===== src/rtl/core/ttc_pkg.sv =====
`timescale 1ns / 1ps
`default_nettype none
// ----------------------------------------------------------------------------
// ttc_pkg - shared types and constants of the teletype text console
// Field widths, control codes, command kinds and the sequencer states used
// by the front end, the command queue and the back end.
// ----------------------------------------------------------------------------
package ttc_pkg;

   // field widths
   localparam int COL_FIELD_W  = 7;
   localparam int ROW_FIELD_W  = 5;
   localparam int CHAR_W       = 8;
   localparam int ATTR_W       = 8;
   localparam int CELL_W       = ATTR_W + CHAR_W;
   localparam int OP_W         = 2;
   localparam int REQ_TDATA_W  = 24;
   localparam int RSP_TDATA_W  = 32;
   localparam int CSR_ADDR_W   = 2;
   localparam int CSR_DATA_W   = 8;
   localparam int QUEUE_DEPTH  = 2;

   // control characters
   localparam logic [CHAR_W-1:0] CH_CR  = 8'd13;
   localparam logic [CHAR_W-1:0] CH_LF  = 8'd10;
   localparam logic [CHAR_W-1:0] CH_TAB = 8'd9;
   localparam logic [CHAR_W-1:0] CH_FF  = 8'd12;
   localparam logic [CHAR_W-1:0] CH_BS  = 8'd8;
   localparam logic [CHAR_W-1:0] CH_NUL = 8'd0;
   localparam int                TAB_STEP = 8;

   // reset values
   localparam logic [ATTR_W-1:0] RESET_ATTR = 8'h07;
   localparam logic [7:0]        COLS_RESET = 8'd80;
   localparam logic [5:0]        ROWS_RESET = 6'd25;

   typedef enum logic [OP_W-1:0] {
      OP_TELETYPE   = 2'd0,
      OP_WRITE_CELL = 2'd1,
      OP_READ_CELL  = 2'd2
   } op_type;

   typedef enum logic [CSR_ADDR_W-1:0] {
      CSR_COLUMNS  = 2'd0,
      CSR_ROWS     = 2'd1,
      CSR_CUR_ATTR = 2'd2,
      CSR_CLR_ATTR = 2'd3
   } csr_index_type;

   typedef enum logic [3:0] {
      CMD_PRINT  = 4'd0,
      CMD_CR     = 4'd1,
      CMD_LF     = 4'd2,
      CMD_TAB    = 4'd3,
      CMD_FF     = 4'd4,
      CMD_BS     = 4'd5,
      CMD_WRITE  = 4'd6,
      CMD_READ   = 4'd7,
      CMD_REJECT = 4'd8
   } cmd_kind_type;

   typedef struct packed {
      cmd_kind_type             kind;
      logic [COL_FIELD_W-1:0]   column;
      logic [ROW_FIELD_W-1:0]   row;
      logic [CHAR_W-1:0]        char_code;
   } cmd_type;

   typedef struct packed {
      logic    valid;
      cmd_type entry;
   } q_push_type;

   typedef enum logic [2:0] {
      ST_INIT    = 3'd0,
      ST_IDLE    = 3'd1,
      ST_CHECK   = 3'd2,
      ST_ACCESS  = 3'd3,
      ST_RD_DATA = 3'd4,
      ST_SCROLL  = 3'd5,
      ST_FILL    = 3'd6,
      ST_RESULT  = 3'd7
   } bk_state_type;

endpackage
`default_nettype wire


===== src/rtl/core/ttc_front.sv =====
`timescale 1ns / 1ps
`default_nettype none
// ----------------------------------------------------------------------------
// ttc_front - request front end
// Accepts items, decodes the operation and control characters into a
// command kind and range-checks cell positions before queueing.
// ----------------------------------------------------------------------------
module ttc_front #(
   parameter int MAX_COLUMNS = 128,
   parameter int MAX_ROWS    = 32
) (
   input  wire logic                                req_tvalid,
   output      logic                                req_tready,
   input  wire logic [ttc_pkg::REQ_TDATA_W-1:0]     req_tdata,  // column, row, char_code
   input  wire logic [ttc_pkg::OP_W-1:0]            req_tuser,  // operation
   input  wire logic [$clog2(MAX_COLUMNS+1)-1:0]    cols_eff,
   input  wire logic [$clog2(MAX_ROWS+1)-1:0]       rows_eff,
   input  wire logic                                q_full,
   input  wire logic                                init_busy,
   output      ttc_pkg::q_push_type                 q_push
);

   localparam int CEW  = $clog2(MAX_COLUMNS + 1);
   localparam int REW  = $clog2(MAX_ROWS + 1);
   localparam int CMPC = CEW + ttc_pkg::COL_FIELD_W;
   localparam int CMPR = REW + ttc_pkg::ROW_FIELD_W;

   logic [ttc_pkg::COL_FIELD_W-1:0] column;
   logic [ttc_pkg::ROW_FIELD_W-1:0] row;
   logic [ttc_pkg::CHAR_W-1:0]      char_code;
   logic                            pos_ok;
   ttc_pkg::cmd_kind_type           kind;

   assign column    = req_tdata[6:0];
   assign row       = req_tdata[11:7];
   assign char_code = req_tdata[19:12];

   assign pos_ok = (CMPC'(column) < CMPC'(cols_eff)) && (CMPR'(row) < CMPR'(rows_eff));

   // classify the item
   always_comb begin
      kind = ttc_pkg::CMD_REJECT;
      unique case (ttc_pkg::op_type'(req_tuser))
         ttc_pkg::OP_TELETYPE: begin
            unique case (char_code)
               ttc_pkg::CH_CR:  kind = ttc_pkg::CMD_CR;
               ttc_pkg::CH_LF:  kind = ttc_pkg::CMD_LF;
               ttc_pkg::CH_TAB: kind = ttc_pkg::CMD_TAB;
               ttc_pkg::CH_FF:  kind = ttc_pkg::CMD_FF;
               ttc_pkg::CH_BS:  kind = ttc_pkg::CMD_BS;
               default:         kind = ttc_pkg::CMD_PRINT;
            endcase
         end
         ttc_pkg::OP_WRITE_CELL: kind = pos_ok ? ttc_pkg::CMD_WRITE : ttc_pkg::CMD_REJECT;
         ttc_pkg::OP_READ_CELL:  kind = pos_ok ? ttc_pkg::CMD_READ : ttc_pkg::CMD_REJECT;
         default:                kind = ttc_pkg::CMD_REJECT;
      endcase
   end

   // no items while the queue is full or the store is being cleared
   assign req_tready = !q_full && !init_busy;

   assign q_push.valid           = req_tvalid && req_tready;
   assign q_push.entry.kind      = kind;
   assign q_push.entry.column    = column;
   assign q_push.entry.row       = row;
   assign q_push.entry.char_code = char_code;

endmodule
`default_nettype wire


===== config.mk =====
export PLATFORM = sky130hd
export DESIGN_NAME = ttc_front
export DESIGN_NICKNAME = d
export VERILOG_FILES = /design/src/rtl/core/ttc_pkg.sv /design/src/rtl/core/ttc_front.sv
export SDC_FILE = /design/constraint.sdc
export NUM_CORES = 1
export LEC_CHECK = 0
export BUFFER_PORTS_ARGS = -buffer_cell sky130_fd_sc_hd__buf_2
export CAP_MARGIN = 40
export CORE_UTILIZATION = 30
export DETAILED_ROUTE_END_ITERATION = 10
export GPL_TIMING_DRIVEN = 0
export PLACE_DENSITY = 0.88
export SETUP_SLACK_MARGIN = 0.4
export SLEW_MARGIN = 20
export SYNTH_ARGS = -nofsm -noshare
export SYNTH_HDL_FRONTEND = slang
export SYNTH_SLANG_ARGS = --single-unit

===== constraint.sdc =====
create_clock -name vclk -period 1.9
set_input_delay 0.38 -clock vclk [all_inputs]
set_output_delay 0.38 -clock vclk [all_outputs]
set_load 0.05 [all_outputs]

-- Word-level counts from Yosys, hierarchy flattened
Index checks and enable logic that the tools add are counted.
- flip-flop bits (word level): 0
- input port bits: 43
- output and inout bits: 26
- logic and storage cells: 19
- magnitude comparators: 2
- equality and inequality tests: 7
- muxes and demuxes: 4
- reduce and logical (&&, ||, !) cells: 6
- operator list (kind ; count):
    $eq A8 B4 Y1 const B ; 5
    $pmux W3 S5 ; 1
    $pmux W4 S3 ; 1
    $lt A7 B8 Y1 ; 1
    $mux W4 ; 2
    $lt A5 B6 Y1 ; 1
    $logic_and A1 B1 Y1 ; 3
    $eq A2 B1 Y1 const B ; 1
    $eq A2 B2 Y1 const B ; 1
    $logic_not A1 Y1 ; 2
    $logic_not A2 Y1 ; 1

-- Depth between registers and ports, before layout
Gate-level depths: netlist of run 1.
- depth after elaboration: 4
- depth in mapped cells: 7
- depth with buffers taken out: 7

-- Worst setup path after synthesis of run 1
OpenSTA, ideal clock, no wires.
- path type: input port to output port
- from: input rows_eff[4]
- to: output q_push[20] (netlist bit)
- arrival time: 2540 ps
- data required time: 1520 ps
- slack: -1020 ps
- stages on the path: 7
- buffers on the path: 0
- path through: inv_1 -> ha_1 -> a21oi_1 -> o22ai_1 -> a211oi_4 -> o211ai_2 -> o32ai_1
- RTL lines (item ; RTL line ; RTL):
    from (decl) ; ttc_front.sv:17 ; input wire logic [$clog2(MAX_ROWS+1)-1:0] rows_eff,
    to (decl) ; ttc_front.sv:20 ; output ttc_pkg::q_push_type q_push

==> key figures, run 1 <==
Critical path
  • Crit. End Element: output pin
  • Critical Path Fanout Max: 4
  • Arr. time, crit path: 1890 ps
  • Crit path required time: ~1500 ps
  • CP Class: in -> out
  • Critical-path top delay cell: or3_4
  • CP peak stage delay: 340 ps
  • CP startpoint kind: input port
  • Worst path cell trace: buf_8, inv_12, ha_4, and3b_2, nand2_1, or3_4, o211ai_4, maj3_2, buf_8
  • Most used cell along the critical path: buf_8

Synthesis
  • Post-Syn Instances: 70
  • Avg Inst Size Synth: 7.954 µm²
  • Ranking of synthesized cells by area: buf_4, ha_1, inv_1
  • Post-Syn Area: approximately 560 µm²
  • Synth top area share: 26.97%
  • Synth unique cells: 25
  • Seq/Total Area, Yosys: 0%
  • Synth Warn #: 0
  • Synth area leader: buf_4
  • Mapped Nets: 123

Placed design
  • PortBufs: 65
  • Placed cell count: 160
  • Pre-CTS setup slack: -604.2 ps
  • GPL Wtd Cong: around 0.62
  • DP HPWL: 1.332 mm

Timing
  • Post-layout min period: 2271 ps
  • Final hold viol count: 0
  • Slew HR: 75.12%
  • Final setup margin: -371.4 ps
  • Fin crit share: 119.5%
  • Slew Limit Fails: 0
  • Final setup vio count: 4
  • RSZ-0062 raised after global routing: yes
  • Actual slew at the worst max-slew pin: 370.5 ps
  • Setup TNS: -1271 ps
  • FMAX: 440.3 MHz

Global routing
  • M1 GR Usage: 13.98%
  • Met3 Use GR: roughly 1.2%
  • Largest net degree at the start of global routing: 5
  • Vias in the first global route: ~580
  • Busiest layer in global routing: met2
  • All-layer global routing usage: 13.88%
  • First-pass GRT wire length: 2.173 mm
  • Antenna violations before repair: 0
  • Grt met2 use: 31.01%
  • GRT overflow: 0

Power
  • Peak VDD IR: 0.2191 mV
  • Leak: 0.0006039 µW
  • Pwr per Cell Area: 343.5 nW/µm²

Layout
  • Flip-flop and latch area: 0 µm²
  • Most common cell after layout, fill and taps aside: buf_2
  • Seq cells: 0
  • Core Util, Final: just under 70%
  • Nets: 191
  • Synthesis-to-layout area growth: 113.3%
  • # clk buffers: 0
  • N_diodes: 0
  • Commonest non-fill, non-tap cells in the layout: buf_2, buf_4, buf_6, ha_4, inv_1
  • Non-Filler Instances: 161
  • Layout cells sized above 1: 83.09%

Routing
  • Final wirelength: 1.510 mm
  • Vias/cell: 4.230
  • Routed vias: 681
  • 1st-pass router iterations: 2
  • WL/cell: between 9 and 10 µm
  • DRC: 0
  • Initial DRC Count: 2
  • Antenna-violating nets left: 0

Run
  • Max_cap viols: 0

Floorplanning
  • Initial core utilization: 32.25%
  • Row count: 15
  • Die area: 2032 µm²
  • Placeable Area: 1727 µm²
  • Die height: 45.08 µm
  • Die width: approximately 45 µm
  • IO Count: just under 70

Worst hold path
  • HP Class: in -> out

Outcome
  • Status: finished, violations left
  • Failing checks: negative setup slack

Clock network
  • CTS Hold Bufs: 0
-- area by class of cell --
cell class / count / area [µm²]
Tap cell: 25 / 31.28
Inverter: 11 / 58.81
Timing Repair Buffer: 66 / 412.9
Multi-Input combinational cell: 39 / 534.3
Fill cell: 139 / 539.3
Buffer: 20 / 150.1
-- worst max-delay path: cells and delay by family --
kind / cells / cell delay, ps
simple gates: 3 / 610
fa+ha+maj: 2 / 510
buf+inv: 3 / 260
compound gates: 1 / 140
-- cells in the mapped netlist --
master and number:
buf_4 20, inv_1 11, ha_1 10, a21oi_1 3
nor2_1 2, o22ai_1 2, o32ai_1 2, or3_1 2
xnor2_1 2, a2111oi_4 1, a211oi_4 1, and2_1 1
and3b_1 1, and4b_1 1, maj3_2 1, nand2_1 1
nand2b_1 1, nand2b_4 1, nand3_1 1, nand4b_1 1
nor2b_1 1, nor4_1 1, o211ai_2 1, o21ai_0 1
or2_2 1
-- stage by stage --
step | area [µm²] | power (µW) | hold WS, ps
4_1_cts | 1176 | 403.9 | 1088
5_1_grt | 1187 | 433.3 | 1098
2_1_floorplan | 735.7 | 267.1 | 814.6
3_3_place_gp | 1092 | 360.7 | 1085
3_5_place_dp | 1092 | 370.5 | 1088
6_report | 1187 | 407.8 | 1087
-- cell families (layout without fill, tap and decap cells) --
logic type,after synthesis,after routing,synth area share (%)
xor gates and xnor gates,2,2,3.147
AOI/OAI and AO/OA,11,11,19.77
buffers and inverters,31,97,34.38
adders and majority gates,11,11,24.49
and+or+nand+nor,15,15,18.20
-- power by group --
part	switching, µW	internal (µW)
combinational	231	177
sequential	0	0
clock	0	0
-- timing repair --
| action | in CTS | in global routing |
|---|---|---|
| setup buffers | 1 | 0 |
| endpoints found under the setup margin | 4 | 4 |
| pin swaps | 5 | 3 |
| gates resized for setup | 19 | 2 |
-- per-layer routing --
metal / wire length [µm] / vias to the layer above
li1: - / 354
met3: 122 / 0
met1: 546 / 292
met4: 0 / 0
met5: 0 / -
met2: 841 / 35
-- final timing paths --
kind / depth (start not counted) / slack, ps / to / startpoint
max: 9 / -370 / q_push[23] / cols_eff[6]
min: 3 / 1090 / req_tready / q_full
No activity file was read; power rests on OpenSTA's default activity.
==> inputs of run 2 (changes only) <==
--- a/config.mk
+++ b/config.mk
@@ -5,12 +5,14 @@
 export SDC_FILE = /design/constraint.sdc
 export NUM_CORES = 1
 export LEC_CHECK = 0
+export ABC_AREA = 1
 export BUFFER_PORTS_ARGS = -buffer_cell sky130_fd_sc_hd__buf_2
 export CAP_MARGIN = 40
+export CORE_MARGIN = 2
 export CORE_UTILIZATION = 30
 export DETAILED_ROUTE_END_ITERATION = 10
 export GPL_TIMING_DRIVEN = 0
-export PLACE_DENSITY = 0.88
+export PLACE_DENSITY = 0.86
 export SETUP_SLACK_MARGIN = 0.4
 export SLEW_MARGIN = 20
 export SYNTH_ARGS = -nofsm -noshare
==> run 2 against run 1 <==
  * The run still ends with negative setup slack left
  * Utilization fell by 7.3 points
  * Count of clock-buffer cells in the layout is the same
  * Global-route usage decreased by 2.1 points
  * Total power is 5.5% lower
  * Area after synthesis up 8.3%
  * Via count up 16%
  * Final area is 0.53% lower
  * Largest cell class unchanged
  * Largest power group unchanged
==> key figures, run 2 <==
Layout
  • Commonest non-fill, non-tap cells in the layout: buf_2, nand2_1, buf_4, inv_1, nor2_1 (was buf_2, buf_4, buf_6, ha_4, inv_1)
  • Non-Filler Instances: 201 (was 161)
  • Flip-flop and latch area: 0 µm² (unchanged)
  • N_diodes: 0 (unchanged)
  • Nets: 229 (was 191)
  • Most common cell after layout, fill and taps aside: buf_2 (unchanged)
  • Layout cells sized above 1: 64.94% (was 83.09%)
  • # clk buffers: 0 (unchanged)
  • Synthesis-to-layout area growth: 95.85% (was 113.3%)
  • Seq cells: 0 (unchanged)

Critical path
  • Crit. End Element: output pin (unchanged)
  • CP Class: in -> out (unchanged)
  • Crit path required time: 1520 ps (about the same)
  • Critical Path Fanout Max: 3 (was 4)
  • Arr. time, crit path: 1570 ps (was 1890 ps)
  • CP startpoint kind: input port (unchanged)

Floorplanning
  • IO Count: 69 (unchanged)
  • Die area: 2385 µm² (was 2032 µm²)
  • Row count: 16 (was 15)
  • Die width: 48.84 µm (was 45.08 µm)
  • Die height: 48.84 µm (was 45.08 µm)
  • Initial core utilization: 31.38% (was 32.25%)
  • Placeable Area: 1922 µm² (was 1727 µm²)

Placed design
  • Placed cell count: 200 (was 160)
  • Pre-CTS setup slack: -147.0 ps (was -604.2 ps)
  • DP HPWL: 1.350 mm (was 1.332 mm)
  • GPL Wtd Cong: 0.7202 (was 0.6220)
  • PortBufs: 65 (unchanged)

Global routing
  • Vias in the first global route: 713 (was 579)
  • Antenna violations before repair: 0 (unchanged)
  • GRT overflow: 0 (unchanged)
  • Largest net degree at the start of global routing: 5 (unchanged)
  • First-pass GRT wire length: 2.470 mm (was 2.173 mm)
  • All-layer global routing usage: 11.81% (was 13.88%)

Timing
  • Slew Limit Fails: 0 (unchanged)
  • Post-layout min period: 1948 ps (was 2271 ps)
  • Actual slew at the worst max-slew pin: 255.9 ps (was 370.5 ps)
  • RSZ-0062 raised after global routing: yes (unchanged)
  • Final setup margin: -47.90 ps (was -371.4 ps)
  • Fin crit share: 102.5% (was 119.5%)
  • Setup TNS: -88.04 ps (was -1271 ps)
  • Min Hold Slack: 1086 ps (was 1087 ps)
  • Final setup vio count: 4 (unchanged)
  • FMAX: 513.4 MHz (was 440.3 MHz)
  • Slew HR: 83.05% (was 75.12%)
  • Final hold viol count: 0 (unchanged)

Power
  • Leak: 0.0007195 µW (was 0.0006039 µW)
  • Pwr per Cell Area: 326.2 nW/µm² (was 343.5 nW/µm²)
  • Peak VDD IR: 0.1781 mV (was 0.2191 mV)
  • Final Total Pwr: 385.3 µW (was 407.8 µW)

Routing
  • DRC: 0 (unchanged)
  • 1st-pass router iterations: 2 (unchanged)
  • Vias/cell: 3.915 (was 4.230)
  • Final wirelength: 1.576 mm (was 1.510 mm)
  • WL/cell: 7.841 µm (was 9.379 µm)
  • Initial DRC Count: 6 (was 2)
  • Antenna-violating nets left: 0 (unchanged)
  • Routed vias: 787 (was 681)

Synthesis
  • Synth unique cells: 13 (was 25)
  • Post-Syn Area: 603.1 µm² (was 556.8 µm²)
  • Post-Syn Instances: 108 (was 70)
  • Synth top area share: 24.90% (was 26.97%)
  • Top-count cell post-synth: nand2_1 (was buf_4)
  • Mapped Nets: 161 (was 123)
  • Seq/Total Area, Yosys: 0% (unchanged)
  • Ranking of synthesized cells by area: buf_4, ha_1, nand2_1 (was buf_4, ha_1, inv_1)
  • Avg Inst Size Synth: 5.584 µm² (was 7.954 µm²)
  • Synth area leader: buf_4 (unchanged)
  • Most common library cells after synthesis: nand2_1, inv_1, buf_4, ha_1, nor2_1 (was buf_4, inv_1, ha_1, a21oi_1)
  • Synth Warn #: 0 (unchanged)

Run
  • Max_cap viols: 0 (unchanged)

Worst hold path
  • HP Class: in -> out (unchanged)

Outcome
  • Failing checks: negative setup slack (unchanged)
  • Status: finished, violations left (unchanged)
## run 2: changes by cell type after synthesis, sizes merged, moves of 2 or more
cell	delta
o32ai	-2
or3	-2
inv	+15
nor2	+7
nand2	+29
o22ai	-2
nand3b	+2
nand2b	-2
nand3	+4
xnor2	-2
## run 2: layer usage
layer | GRT usage, % | wire length (µm) | vias to the layer above | share of wire (%)
li1 | - | - | 433 | -
met1 | 12.92 | 602 | 320 | 38
met2 | 24.66 | 842 | 34 | 53
met3 | 1.534 | 132 | 0 | 8.4
met4 | 0.4762 | 0 | 0 | 0
met5 | 0 | 0 | - | 0
## run 2: through the flow
step / utilization [%] / instance area, µm²
3_5_place_dp: 54.62 / 1050
3_3_place_gp: 54.62 / 1050
6_report: 61.46 / 1181
4_1_cts: 58.79 / 1130
5_1_grt: 61.46 / 1181
2_1_floorplan: - / 690.7
## run 2: worst paths after layout
| kind | start | endpoint | slack (ps) | depth (start not counted) |
|---|---|---|---|---|
| setup / recovery | rows_eff[4] | q_push[21] | -50 | 13 |
| hold / removal | q_full | req_tready | 1090 | 3 |
## run 2: worst max-delay path, stage by stage
cell      delay (ps)
buf_2            100
inv_2             60
ha_4             200
inv_2             40
nor2_1            30
nand2_1           60
nand2_1           50
inv_1             60
nand2_2           60
nor2_4           100
nand3b_1         160
nand2_1          120
buf_6            160
## run 2: cell families after synthesis
kind of cell	synth area share [%]
simple gates	35.06
fa+ha+maj	20.75
xor+xnor	1.453
buf+inv	41.08
compound gates	1.660
## run 2: layout make-up
class              instances  area [µm²]
fillers                  190       740.7
plain buffers             20       150.1
inverters                 26       111.4
multi-input cells         62       489.2
well taps                 27       33.78
repair buffers            66       396.6
## run 2: power breakdown
group / switching [µW] / internal [µW] / total [µW]
sequential: 0 / 0 / 0
combinational: 228 / 157 / 385
clock: 0 / 0 / 0
## run 2: timing repair
action,CTS,global route
gates resized for setup,19,12
gates cloned,0,0
pin swaps,7,8
hold buffers,0,0
buffers inserted,1,0
setup endpoints to repair,4,4
