--- src/rtl/core/ttc_pkg.sv ---
`timescale 1ns / 1ps
`default_nettype none
// ----------------------------------------------------------------------------
// ttc_pkg - shared types and constants of the teletype text console
// Field widths, control codes, command kinds and the sequencer states used
// by the front end, the command queue and the back end.
// ----------------------------------------------------------------------------
package ttc_pkg;

   // field widths
   localparam int COL_FIELD_W  = 7;
   localparam int ROW_FIELD_W  = 5;
   localparam int CHAR_W       = 8;
   localparam int ATTR_W       = 8;
   localparam int CELL_W       = ATTR_W + CHAR_W;
   localparam int OP_W         = 2;
   localparam int REQ_TDATA_W  = 24;
   localparam int RSP_TDATA_W  = 32;
   localparam int CSR_ADDR_W   = 2;
   localparam int CSR_DATA_W   = 8;
   localparam int QUEUE_DEPTH  = 2;

   // control characters
   localparam logic [CHAR_W-1:0] CH_CR  = 8'd13;
   localparam logic [CHAR_W-1:0] CH_LF  = 8'd10;
   localparam logic [CHAR_W-1:0] CH_TAB = 8'd9;
   localparam logic [CHAR_W-1:0] CH_FF  = 8'd12;
   localparam logic [CHAR_W-1:0] CH_BS  = 8'd8;
   localparam logic [CHAR_W-1:0] CH_NUL = 8'd0;
   localparam int                TAB_STEP = 8;

   // reset values
   localparam logic [ATTR_W-1:0] RESET_ATTR = 8'h07;
   localparam logic [7:0]        COLS_RESET = 8'd80;
   localparam logic [5:0]        ROWS_RESET = 6'd25;

   typedef enum logic [OP_W-1:0] {
      OP_TELETYPE   = 2'd0,
      OP_WRITE_CELL = 2'd1,
      OP_READ_CELL  = 2'd2
   } op_type;

   typedef enum logic [CSR_ADDR_W-1:0] {
      CSR_COLUMNS  = 2'd0,
      CSR_ROWS     = 2'd1,
      CSR_CUR_ATTR = 2'd2,
      CSR_CLR_ATTR = 2'd3
   } csr_index_type;

   typedef enum logic [3:0] {
      CMD_PRINT  = 4'd0,
      CMD_CR     = 4'd1,
      CMD_LF     = 4'd2,
      CMD_TAB    = 4'd3,
      CMD_FF     = 4'd4,
      CMD_BS     = 4'd5,
      CMD_WRITE  = 4'd6,
      CMD_READ   = 4'd7,
      CMD_REJECT = 4'd8
   } cmd_kind_type;

   typedef struct packed {
      cmd_kind_type             kind;
      logic [COL_FIELD_W-1:0]   column;
      logic [ROW_FIELD_W-1:0]   row;
      logic [CHAR_W-1:0]        char_code;
   } cmd_type;

   typedef struct packed {
      logic    valid;
      cmd_type entry;
   } q_push_type;

   typedef enum logic [2:0] {
      ST_INIT    = 3'd0,
      ST_IDLE    = 3'd1,
      ST_CHECK   = 3'd2,
      ST_ACCESS  = 3'd3,
      ST_RD_DATA = 3'd4,
      ST_SCROLL  = 3'd5,
      ST_FILL    = 3'd6,
      ST_RESULT  = 3'd7
   } bk_state_type;

endpackage
`default_nettype wire

--- src/rtl/core/ttc_cmd_queue.sv ---
`timescale 1ns / 1ps
`default_nettype none
// ----------------------------------------------------------------------------
// ttc_cmd_queue - command queue between front end and back end
// Short FIFO of decoded commands so each side can stall on its own.
// ----------------------------------------------------------------------------
module ttc_cmd_queue (
   input  wire logic                clock,
   input  wire logic                reset,
   input  wire ttc_pkg::q_push_type q_push,
   output      logic                q_full,
   input  wire logic                q_pop,
   output      logic                q_valid,
   output      ttc_pkg::cmd_type    q_head
);

   localparam int DEPTH = ttc_pkg::QUEUE_DEPTH;
   localparam int PW    = $clog2(DEPTH);

   ttc_pkg::cmd_type slot_ff [DEPTH];
   logic [PW-1:0]    wr_ptr_ff, wr_ptr_in;
   logic [PW-1:0]    rd_ptr_ff, rd_ptr_in;
   logic [PW:0]      count_ff, count_in;
   logic             do_push, do_pop;

   assign q_full  = (count_ff == (PW+1)'(DEPTH));
   assign q_valid = (count_ff != '0);
   assign q_head  = slot_ff[rd_ptr_ff];

   assign do_push = q_push.valid && !q_full;
   assign do_pop  = q_pop && q_valid;

   // pointer and fill level update
   always_comb begin
      wr_ptr_in = wr_ptr_ff;
      rd_ptr_in = rd_ptr_ff;
      count_in  = count_ff;
      if (do_push) begin
         wr_ptr_in = (wr_ptr_ff == PW'(DEPTH - 1)) ? '0 : wr_ptr_ff + PW'(1);
      end
      if (do_pop) begin
         rd_ptr_in = (rd_ptr_ff == PW'(DEPTH - 1)) ? '0 : rd_ptr_ff + PW'(1);
      end
      if (do_push && !do_pop) begin
         count_in = count_ff + (PW+1)'(1);
      end else if (do_pop && !do_push) begin
         count_in = count_ff - (PW+1)'(1);
      end
   end

   always_ff @(posedge clock) begin
      if (reset) begin
         wr_ptr_ff <= '0;
         rd_ptr_ff <= '0;
         count_ff  <= '0;
      end else begin
         wr_ptr_ff <= wr_ptr_in;
         rd_ptr_ff <= rd_ptr_in;
         count_ff  <= count_in;
      end
   end

   always_ff @(posedge clock) begin
      if (do_push) begin
         slot_ff[wr_ptr_ff] <= q_push.entry;
      end
   end

endmodule
`default_nettype wire

--- config.mk ---
export PLATFORM = sky130hd
export DESIGN_NAME = ttc_cmd_queue
export DESIGN_NICKNAME = d
export VERILOG_FILES = /design/src/rtl/core/ttc_pkg.sv /design/src/rtl/core/ttc_cmd_queue.sv
export SDC_FILE = /design/constraint.sdc
export NUM_CORES = 1
export LEC_CHECK = 0
export BUFFER_PORTS_ARGS = -buffer_cell sky130_fd_sc_hd__buf_2
export CORE_MARGIN = 1
export CORE_UTILIZATION = 54
export DETAILED_ROUTE_END_ITERATION = 7
export PLACE_DENSITY = 0.93
export SLEW_MARGIN = 15
export SYNTH_ARGS = -nofsm -noshare
export SYNTH_HDL_FRONTEND = slang
export SYNTH_SLANG_ARGS = --single-unit
--- constraint.sdc ---
create_clock -name clock -period 3.55 [get_ports clock]
set_clock_uncertainty 0.15 [all_clocks]
set_input_delay 0.355 -clock clock [delete_from_list [all_inputs] [get_ports clock]]
set_output_delay 0.355 -clock clock [all_outputs]
set_load 0.1 [all_outputs]
# Word level (Yosys, flattened, before mapping)

Memories as Yosys holds them, arrays and structs flattened. A register that Yosys moved wholly into a read port is not among the register bits.
Cells that the tools add are included.

Memories: 1
Output and inout bits: 26
Flip-flop bits (word level): 4
Input port bits: 28
Word-level logic and storage cells: 26
Memory bits (writable): 48

Memories:

| memory  | depth | bits a word | read ports | clocked after memory_dff | wr ports | RTL line            | text |
|---|---|---|---|---|---|---|---|
| slot_ff | 2     | 24          | 1          | 1                        | 1        | ttc_cmd_queue.sv:20 | `ttc_pkg::cmd_type slot_ff [DEPTH];` |

Multiplexer cells: 8
Reduce and logical (&&, ||, !) cells: 9
Equality and inequality tests: 1
$add $sub $neg: 4

Operators by type and width:

| operator                                                           | number |
|---|---|
| 1-bit 2-to-1 mux                                                   | 6 |
| 1-bit logical AND                                                  | 4 |
| 2-bit 2-to-1 mux                                                   | 2 |
| 2-bit nonzero test                                                 | 2 |
| 1-bit logical NOT                                                  | 3 |
| 1-bit adder, second input constant                                 | 2 |
| 2-bit by 1-bit adder with 2-bit output, second input constant      | 1 |
| 2-bit equality test, second input constant                         | 1 |
| 2-bit by 1-bit subtractor with 2-bit output, second input constant | 1 |

# Logic depth before layout (Yosys ltp)

Gate-level depths: netlist of the first run.

Word-level depth: 7
Depth in mapped cells: 6

# Worst setup path after synthesis of the first run

Ideal clock, no wire load.

Kind: flip-flop to flip-flop
Start: register count_ff[1]
End: register count_ff[1]
Slack: 1197 ps
Required time: 3330 ps
Cell stages (with the launch flop): 6
Buffers on the path: 0
Setup time: 70 ps
Arrival: 2134 ps
Period minus slack after synthesis: 2353 ps
Path through: dfxtp_1 > nor2b_2 > nor2_1 > ha_1 > or3_1 > a21oi_1

Longest elaborated chain between the ends: 6

Ends and longest elaborated chain:

| item                                | RTL line            | text |
|---|---|---|
| from (decl)                         | ttc_cmd_queue.sv:23 | `logic [PW:0] count_ff, count_in;` |
| from (signal assigned)              | ttc_cmd_queue.sv:59 | `count_ff <= count_in;` |
| 2-bit equality test *               | ttc_cmd_queue.sv:26 | `assign q_full = (count_ff == (PW+1)'(DEPTH));` |
| named net q_full                    | ttc_cmd_queue.sv:11 | `output logic q_full,` |
| 1-bit logical NOT *                 | ttc_cmd_queue.sv:30 | `assign do_push = q_push.valid && !q_full;` |
| 1-bit logical AND *                 | ttc_cmd_queue.sv:30 |  |
| 1-bit logical NOT                   | ttc_cmd_queue.sv:46 | `end else if (do_pop && !do_push) begin` |
| 1-bit logical AND                   | ttc_cmd_queue.sv:46 |  |
| 2-bit nonzero test (no source line) | --                  |  |

Mark *: on every way through the listed nets, which the timed path passes. The rest lies on a longest branch. The select of a mux whose other input is x is not followed.
A chain may end at the register's enable or synchronous reset.

==> results of run 1 <==
## cells by family after synthesis
family / synth area share, %
AND/OR/NAND/NOR: 2.51
XOR/XNOR: 1.35
AO/OA/AOI/OAI: 1.29
flip-flops: 79.2
buffers and inverters: 1.16
adder cells (fa/ha/maj): 0.643
multiplexers: 13.9
## cell usage in the layout (no fill, tap or decap), drive strengths merged, types with 3 or more instances in the layout
cell type,n
xor2,3
dfxtp,5
mux2,24
edfxtp,48
clkbuf,5
o21ai,3
nor2,4
buf,53
## what timing repair did
item,CTS,global route
hold endpoints to repair,0,2
hold buffers,0,1
buffers inserted,0,0
## state kept, by name, indices dropped and copies added, names as in the netlist, named ones only
signal,count
count_ff,2
wr_ptr_ff,1
rd_ptr_ff,1
slot_ff,48
## metrics by stage
step / util [%] / cells / area [µm²]
after floorplan: - / 100 / 1950
after CTS: 68.7 / 203 / 2330
final: 69.0 / 204 / 2340
after global placement: 66.5 / 196 / 2250
after detailed placement: 66.5 / 196 / 2250
after global routing: 69.0 / 204 / 2340
## layer usage
metal | track usage [%] | routed length [µm] | vias to the layer above | part of all wire, %
li1 | - | - | 492 | -
met1 | 17.2 | 1180 | 488 | 39
met2 | 30.2 | 1610 | 39 | 53
met3 | 4.55 | 168 | 7 | 5.5
met4 | 10.5 | 61 | 0 | 2.0
met5 | 0 | 0 | - | 0
## worst paths after layout
path / end / slack, ps / depth (start not counted)
worst min-delay path: slot_ff[0][13] / 20 / 1
worst max-delay path: q_head[16] / 960 / 2
worst max register to register: slot_ff[1][9] / 1470 / 3
worst min register to register: register / 380 / 2
## layout make-up
class	instances	area, µm²
clock buffer	5	37.5
tap	46	57.6
sequential	53	1540
timing repair buffer	54	275
inverter	2	7.51
clock inverter	2	35.0
multi-input combinational	42	383
fill	246	1050
## worst max-delay path, delay by kind of cell, from the launching register on
kind	cells	cell delay, ps
mux	1	320
flops	1	990
buf+inv	1	420
==> impl_metrics.csv, run 1 <==
group,metric,value,unit
run_status,outcome,"completed",
sta,finalHoldViolCount,0,
hold_path,hp-class,"input pin to register",
run,maxCapViolCount,0,
critical_path,worstSetupEndpointType,"primary output",
global_route,grt_pass1_vias,991,
hold_path,min-delay-start,"q_push[13]",
sta,final.period_utilization,72.9,%
global_route,grt_max_degree,25,
global_route,grt_pass1_wl,4.30,mm
clock_tree,cts_buffers,5,
clock_tree,cts_sinks,53,
synth,ys_warn_count,0,
clock_tree,clk_pin_slew,140,ps
drt,ant_nets,0,
drt,routed_wirelength,3.03,mm
sta,tns,0,ps
die,die_h,62.0,µm
clock_tree,cts_tree,"done",
critical_path,cp_max_fo,24,
clock_tree,clock_latency,350,ps
final_layout,antenna_cells,0,
synth,synth_top_area_cell,"edfxtp_1",
critical_path,critical_path.max_stage_delay,990,ps
synth,post-synth-top-count-cell,"edfxtp_1",
synth,syn_nets,129,
drt,vias,1026,
synth,syn-cell-area,1950,µm²
die,die_area,3850,µm²
synth,ys_ff_latch,53,
sta,timing.final.crit_period,2590,ps
drt,viasPerCell,5.03,
synth,syn_avg_cell_area,19.5,µm²
critical_path,cp.required,3040,ps
place,place_ws,1310,ps
critical_path,timing.rr.start,"count_ff[0]",
critical_path,critPathSlowestCell,"dfxtp_1",
die,core,3390,µm²
synth,synth_enable_flop_cells,48,
sta,setup_viol,0,
synth,synthCells,100,
die,start_util,57.4,%
final_layout,nNetsFinal,187,
die,die_width,62.0,µm
global_route,overflow,0,
clock_tree,post_cts_resized,0,
synth,synth_ff_type,"edfxtp_1",
critical_path,crit_type,"register to primary output",
drt,drt_first_iter_violations,38,
sta,rsz0062_at_grt,"false",
sta,timing.slew.headroom,26.4,%
global_route,grt_usage,16.8,%
drt,drc,0,
synth,ys_types,14,
final_layout,areaGrowthSynthToFinish,20.1,%
clock_tree,root_buffer,"clkbuf_4",
final_layout,layout-drive-gt1-share,54.4,%
sta,fin_hold_ws,23.7,ps
drt,dr.pass1.iters,4,
synth,yosys.area.top_type_share,74.0,%
sta,finalMaxSlewViolations,0,
place,gp_congestion,0.639,
synth,ys_top_cells_by_count,"48 x edfxtp_1, 24 x mux2_2, 5 x dfxtp_1, 4 x nor2_1",
synth,seq_area_frac_synth,79.2,%
synth,yosys-top-cells-area,"edfxtp_1 74%, mux2_2 14%, dfxtp_1 5.1%",
place,dp_hpwl,2.11,mm
sta,timing.final.ws_setup,961,ps
die,ios,54,
drt,wl_per_cell,14.8,µm
place,portBuffers,53,
sta,fmax,386,MHz
die,rows,21,
synth,synthArstFlopShare,0,%
clock_tree,cts_max_path_buffers,2,
clock_tree,cts-htree-levels,2,
critical_path,cp_data_arrival_time,2080,ps
critical_path,critPathLaunchType,"register",
global_route,antenna_found_initial,0,
sta,tightest_slew,1100,ps
critical_path,path_cells,"mux2_2 > buf_2",
Power of run 1 is left out: the tool's default activity adds up to more than one toggle a clock period on the data nets, which glitch-free logic cannot reach.
==> inputs of run 2 (changes only) <==
--- a/config.mk
+++ b/config.mk
@@ -7,9 +7,9 @@
 export LEC_CHECK = 0
 export BUFFER_PORTS_ARGS = -buffer_cell sky130_fd_sc_hd__buf_2
 export CORE_MARGIN = 1
-export CORE_UTILIZATION = 54
+export CORE_UTILIZATION = 46
 export DETAILED_ROUTE_END_ITERATION = 7
-export PLACE_DENSITY = 0.93
+export PLACE_DENSITY = 0.85
 export SLEW_MARGIN = 15
 export SYNTH_ARGS = -nofsm -noshare
 export SYNTH_HDL_FRONTEND = slang
==> constraint.sdc (replaced) <==
create_clock -name clock -period 2.23 [get_ports clock]
set_clock_uncertainty 0.15 [all_clocks]
set_input_delay 0.223 -clock clock [delete_from_list [all_inputs] [get_ports clock]]
set_output_delay 0.223 -clock clock [all_outputs]
set_load 0.1 [all_outputs]
==> impl_metrics.csv, run 2 (synthesis results as in run 1) <==
group,metric,value,unit
run_status,outcome,"completed",
sta,timing.final.ws_setup,313,ps
sta,final.period_utilization,86.0,%
critical_path,cp_max_fo,23,
final_layout,antenna_cells,0,
clock_tree,clk_pin_slew,90,ps
clock_tree,cts_tree,"done",
global_route,grt_usage,18.0,%
final_layout,largest_reg_flops,48,
critical_path,cp.required,1860,ps
place,place_ws,476,ps
sta,finalHoldViolCount,0,
sta,setup_viol,0,
die,die_h,67.1,µm
final_layout,nNetsFinal,214,
die,die_area,4500,µm²
clock_tree,cts_buffers,5,
hold_path,hp-class,"input pin to register",
clock_tree,root_buffer,"clkbuf_8",
die,ios,54,
die,core,4030,µm²
power,leakagePower,1.15,nW
final_layout,utilization,74.1,%
sta,timing.final.crit_period,1920,ps
sta,timing.slew.headroom,68.1,%
drt,ant_nets,0,
final_layout,final_cells,236,
drt,wl_per_cell,15.5,µm
clock_tree,post_cts_resized,0,
run,maxCapViolCount,0,
global_route,antenna_found_initial,0,
power,power_density,1410,nW/µm²
sta,fmax,522,MHz
drt,drt_first_iter_violations,29,
drt,vias,1163,
clock_tree,cts_sinks,53,
sta,rsz0062_at_grt,"false",
die,rows,23,
final_layout,most-common-layout-cells,"48 x edfxtp_1, 29 x buf_2, 25 x dlygate4sd3_1, 24 x mux2_2, 24 x buf_12",
place,portBuffers,53,
global_route,grt_pass1_wl,5.46,mm
critical_path,cp_data_arrival_time,1540,ps
critical_path,worstSetupEndpointType,"primary output",
clock_tree,cts_max_path_buffers,2,
clock_tree,clock_latency,290,ps
critical_path,crit_type,"register to primary output",
drt,drc,0,
final_layout,layout-drive-gt1-share,48.4,%
critical_path,critPathLaunchType,"register",
final_layout,largest_register,"slot_ff",
sta,finalMaxSlewViolations,0,
drt,viasPerCell,4.93,
drt,dr.pass1.iters,4,
hold_path,min-delay-start,"q_push[24]",
sta,tns,0,ps
place,dp_hpwl,2.39,mm
final_layout,top_regs,"slot_ff (48), count_ff (2)",
drt,routed_wirelength,3.67,mm
die,die_width,67.1,µm
place,dp.cells,203,
power,ir_worst_vdd,0.984,mV
critical_path,timing.rr.start,"count_ff[0]",
sta,tightest_slew,482,ps
final_layout,areaGrowthSynthToFinish,53.3,%
clock_tree,cts-htree-levels,2,
global_route,overflow,0,
place,gp_congestion,0.672,
global_route,grt_pass1_vias,1185,
die,start_util,48.3,%
global_route,grt_max_degree,25,
final_layout,final_common_cell,"edfxtp_1",
-- run 2: what timing repair did --
action / CTS / global route
endpoints found under the setup margin: 0 / 0
setup buffers: 0 / 0
hold buffers: 25 / 0
hold endpoints to repair: 53 / 0
-- run 2: path summary, 6_finish.rpt --
path | end | slack, ps | cells past startpoint
min | wr_ptr_ff | 200 | 4
max reg2reg | count_ff[1] | 460 | 5
max | q_head[18] | 310 | 3
min reg2reg | register | 380 | 2
-- run 2: metrics by stage --
stage | hold WS [ps] | power, mW | instance area (µm²)
after detailed placement | 265 | 3.70 | 2650
after CTS | 169 | 4.23 | 2980
final | 197 | 4.21 | 2980
after floorplan | 142 | 2.90 | 1950
after global routing | 200 | 4.35 | 2980
after global placement | 263 | 3.65 | 2650
-- run 2: power by group --
part | switching, mW | internal (mW)
registers | 0.0588 | 1.25
clock network | 0.291 | 0.217
logic | 1.57 | 0.819
total | 1.92 | 2.29
-- run 2: routing by layer --
| layer | global-route usage, % | wire, µm | vias up |
|---|---|---|---|
| li1 | - | - | 545 |
| met1 | 18.0 | 1330 | 579 |
| met2 | 34.8 | 2190 | 37 |
| met3 | 5.31 | 141 | 2 |
| met4 | 5.59 | 7 | 0 |
| met5 | 0 | 0 | - |
-- run 2: final cells by class --
cell class	instances	area (µm²)
Clock buffer	5	68.8
Sequential cell	53	1540
Inverter	2	7.51
Tap cell	50	62.6
Timing Repair Buffer	81	898
Clock inverter	3	17.5
Fill cell	233	1040
Multi-Input combinational cell	42	388
-- run 2: worst max-delay path: stages, from the launching register on --
cell	delay (ps)
dfxtp_1	340
buf_4	310
mux2_2	420
buf_12	170
Power figures use the tool's default switching activity.
==> inputs of run 3 (changes only) <==
--- a/config.mk
+++ b/config.mk
@@ -6,10 +6,12 @@
 export NUM_CORES = 1
 export LEC_CHECK = 0
 export BUFFER_PORTS_ARGS = -buffer_cell sky130_fd_sc_hd__buf_2
+export CELL_PAD_IN_SITES_DETAIL_PLACEMENT = 1
+export CELL_PAD_IN_SITES_GLOBAL_PLACEMENT = 2
 export CORE_MARGIN = 1
-export CORE_UTILIZATION = 46
+export CORE_UTILIZATION = 33
 export DETAILED_ROUTE_END_ITERATION = 7
-export PLACE_DENSITY = 0.85
+export PLACE_DENSITY = 0.86
 export SLEW_MARGIN = 15
 export SYNTH_ARGS = -nofsm -noshare
 export SYNTH_HDL_FRONTEND = slang
==> impl_metrics.csv, run 3 (synthesis results as in run 1) <==
group,metric,value,unit
run_status,outcome,"completed",
sta,timing.slew.headroom,67.7,%
drt,vias,1181,
critical_path,worstSetupEndpointType,"primary output",
drt,ant_nets,0,
clock_tree,clk_pin_slew,80,ps
sta,final.period_utilization,81.9,%
sta,fin_hold_ws,159,ps
place,portBuffers,53,
sta,fmax,547,MHz
final_layout,multiInputGateArea,388,µm²
sta,rsz0062_at_grt,"false",
sta,setup_viol,0,
power,leakagePower,1.17,nW
final_layout,nFillCells,535,
die,die_area,6210,µm²
critical_path,r2r_slack,470,ps
final_layout,utilization,54.5,%
global_route,grt_max_degree,17,
place,place_ws,473,ps
final_layout,regArea,1540,µm²
drt,viasPerCell,4.52,
global_route,overflow,0,
sta,finalHoldViolCount,0,
power,ir_worst_vdd,0.702,mV
run,maxCapViolCount,0,
critical_path,reg2reg_to,"count_ff[1]",
global_route,grt_pass1_vias,1356,
critical_path,timing.rr.start,"count_ff[0]",
clock_tree,cts_max_path_buffers,2,
die,die_h,78.8,µm
power,power_density,1420,nW/µm²
global_route,grt_pass1_wl,6.57,mm
sta,timing.final.crit_period,1830,ps
critical_path,critPathLaunchType,"register",
sta,tns,0,ps
clock_tree,cts_tree,"done",
sta,timing.final.ws_setup,403,ps
hold_path,min-delay-start,"q_push[24]",
drt,dr.pass1.iters,3,
hold_path,worstHoldPathCells,4,
final_layout,most-common-layout-cells,"48 x edfxtp_1, 29 x buf_2, 25 x dlygate4sd3_1, 24 x mux2_2, 24 x buf_12",
final_layout,areaGrowthSynthToFinish,57.1,%
final_layout,top_regs,"slot_ff (48), count_ff (2)",
final_layout,final_common_cell,"edfxtp_1",
place,dp_hpwl,2.91,mm
sta,finalMaxSlewViolations,0,
critical_path,rr_worst_depth,4,
hold_path,worstHoldEndpoint,"wr_ptr_ff",
place,gp_congestion,0.693,
die,die_width,78.8,µm
global_route,antenna_found_initial,0,
critical_path,cp_max_fo,15,
drt,drc,0,
hold_path,hp-class,"input pin to register",
critical_path,cp.required,1860,ps
drt,routed_wirelength,4.05,mm
clock_tree,cts-htree-levels,2,
clock_tree,clock_latency,300,ps
die,core,5610,µm²
final_layout,antenna_cells,0,
clock_tree,cts_sinks,53,
final_layout,nNetsFinal,217,
final_layout,largest_reg_flops,48,
critical_path,crit_type,"register to primary output",
place,post_dp_cell_area,2700,µm²
die,ios,54,
die,rows,27,
drt,wl_per_cell,15.5,µm
final_layout,design_area,3060,µm²
die,start_util,34.7,%
final_layout,layout-drive-gt1-share,48.7,%
drt,drt_first_iter_violations,39,
final_layout,largest_register,"slot_ff",
global_route,grt_usage,14.3,%
clock_tree,cts_buffers,5,
clock_tree,root_buffer,"clkbuf_8",
clock_tree,post-cts-setup-buffers,0,
sta,tightest_slew,487,ps
critical_path,cp_data_arrival_time,1450,ps
run 3: what timing repair did:
| action | CTS | global route |
|---|---|---|
| resized for setup | 0 | 0 |
| endpoints found under the hold margin | 53 | 0 |
| hold buffers | 25 | 0 |
run 3: where the power goes:
part / switching [mW] / internal (mW)
clock network: 0.296 / 0.330
logic: 1.59 / 0.836
registers: 0.0560 / 1.25
total: 1.94 / 2.42
run 3: layout make-up:
class	count	area share, %
timing repair buffer	84	30.1
clock inverter	3	1.35
tap	72	2.95
clock buffer	5	2.25
inverter	2	0.245
sequential	53	50.4
multi-input combinational	42	12.7
run 3: how the worst max path moves through the flow:
stage,end,slack [ps]
3_3_place_gp,count_ff[1],610
3_5_place_dp,count_ff[1],470
5_1_grt,q_head[5],340
4_1_cts,q_head[12],380
6_report,q_head[12],400
2_1_floorplan,count_ff[1],220
run 3: routing by layer:
layer / global-route usage [%] / wire length, µm
met3: 3.10 / 221
met5: 0 / 0
met4: 5.09 / 61
met2: 27.1 / 2150
met1: 15.6 / 1610
run 3: worst max-delay path: stages (launching register included):
cell	delay (ps)
dfxtp_1	340
buf_4	230
mux2_2	400
buf_12	170
run 3: stage by stage:
| step | power (mW) | cells |
|---|---|---|
| after global placement | 3.68 | 228 |
| final | 4.35 | 261 |
| after detailed placement | 3.74 | 228 |
| after floorplan | 2.90 | 100 |
| after global routing | 4.50 | 261 |
| after CTS | 4.40 | 261 |
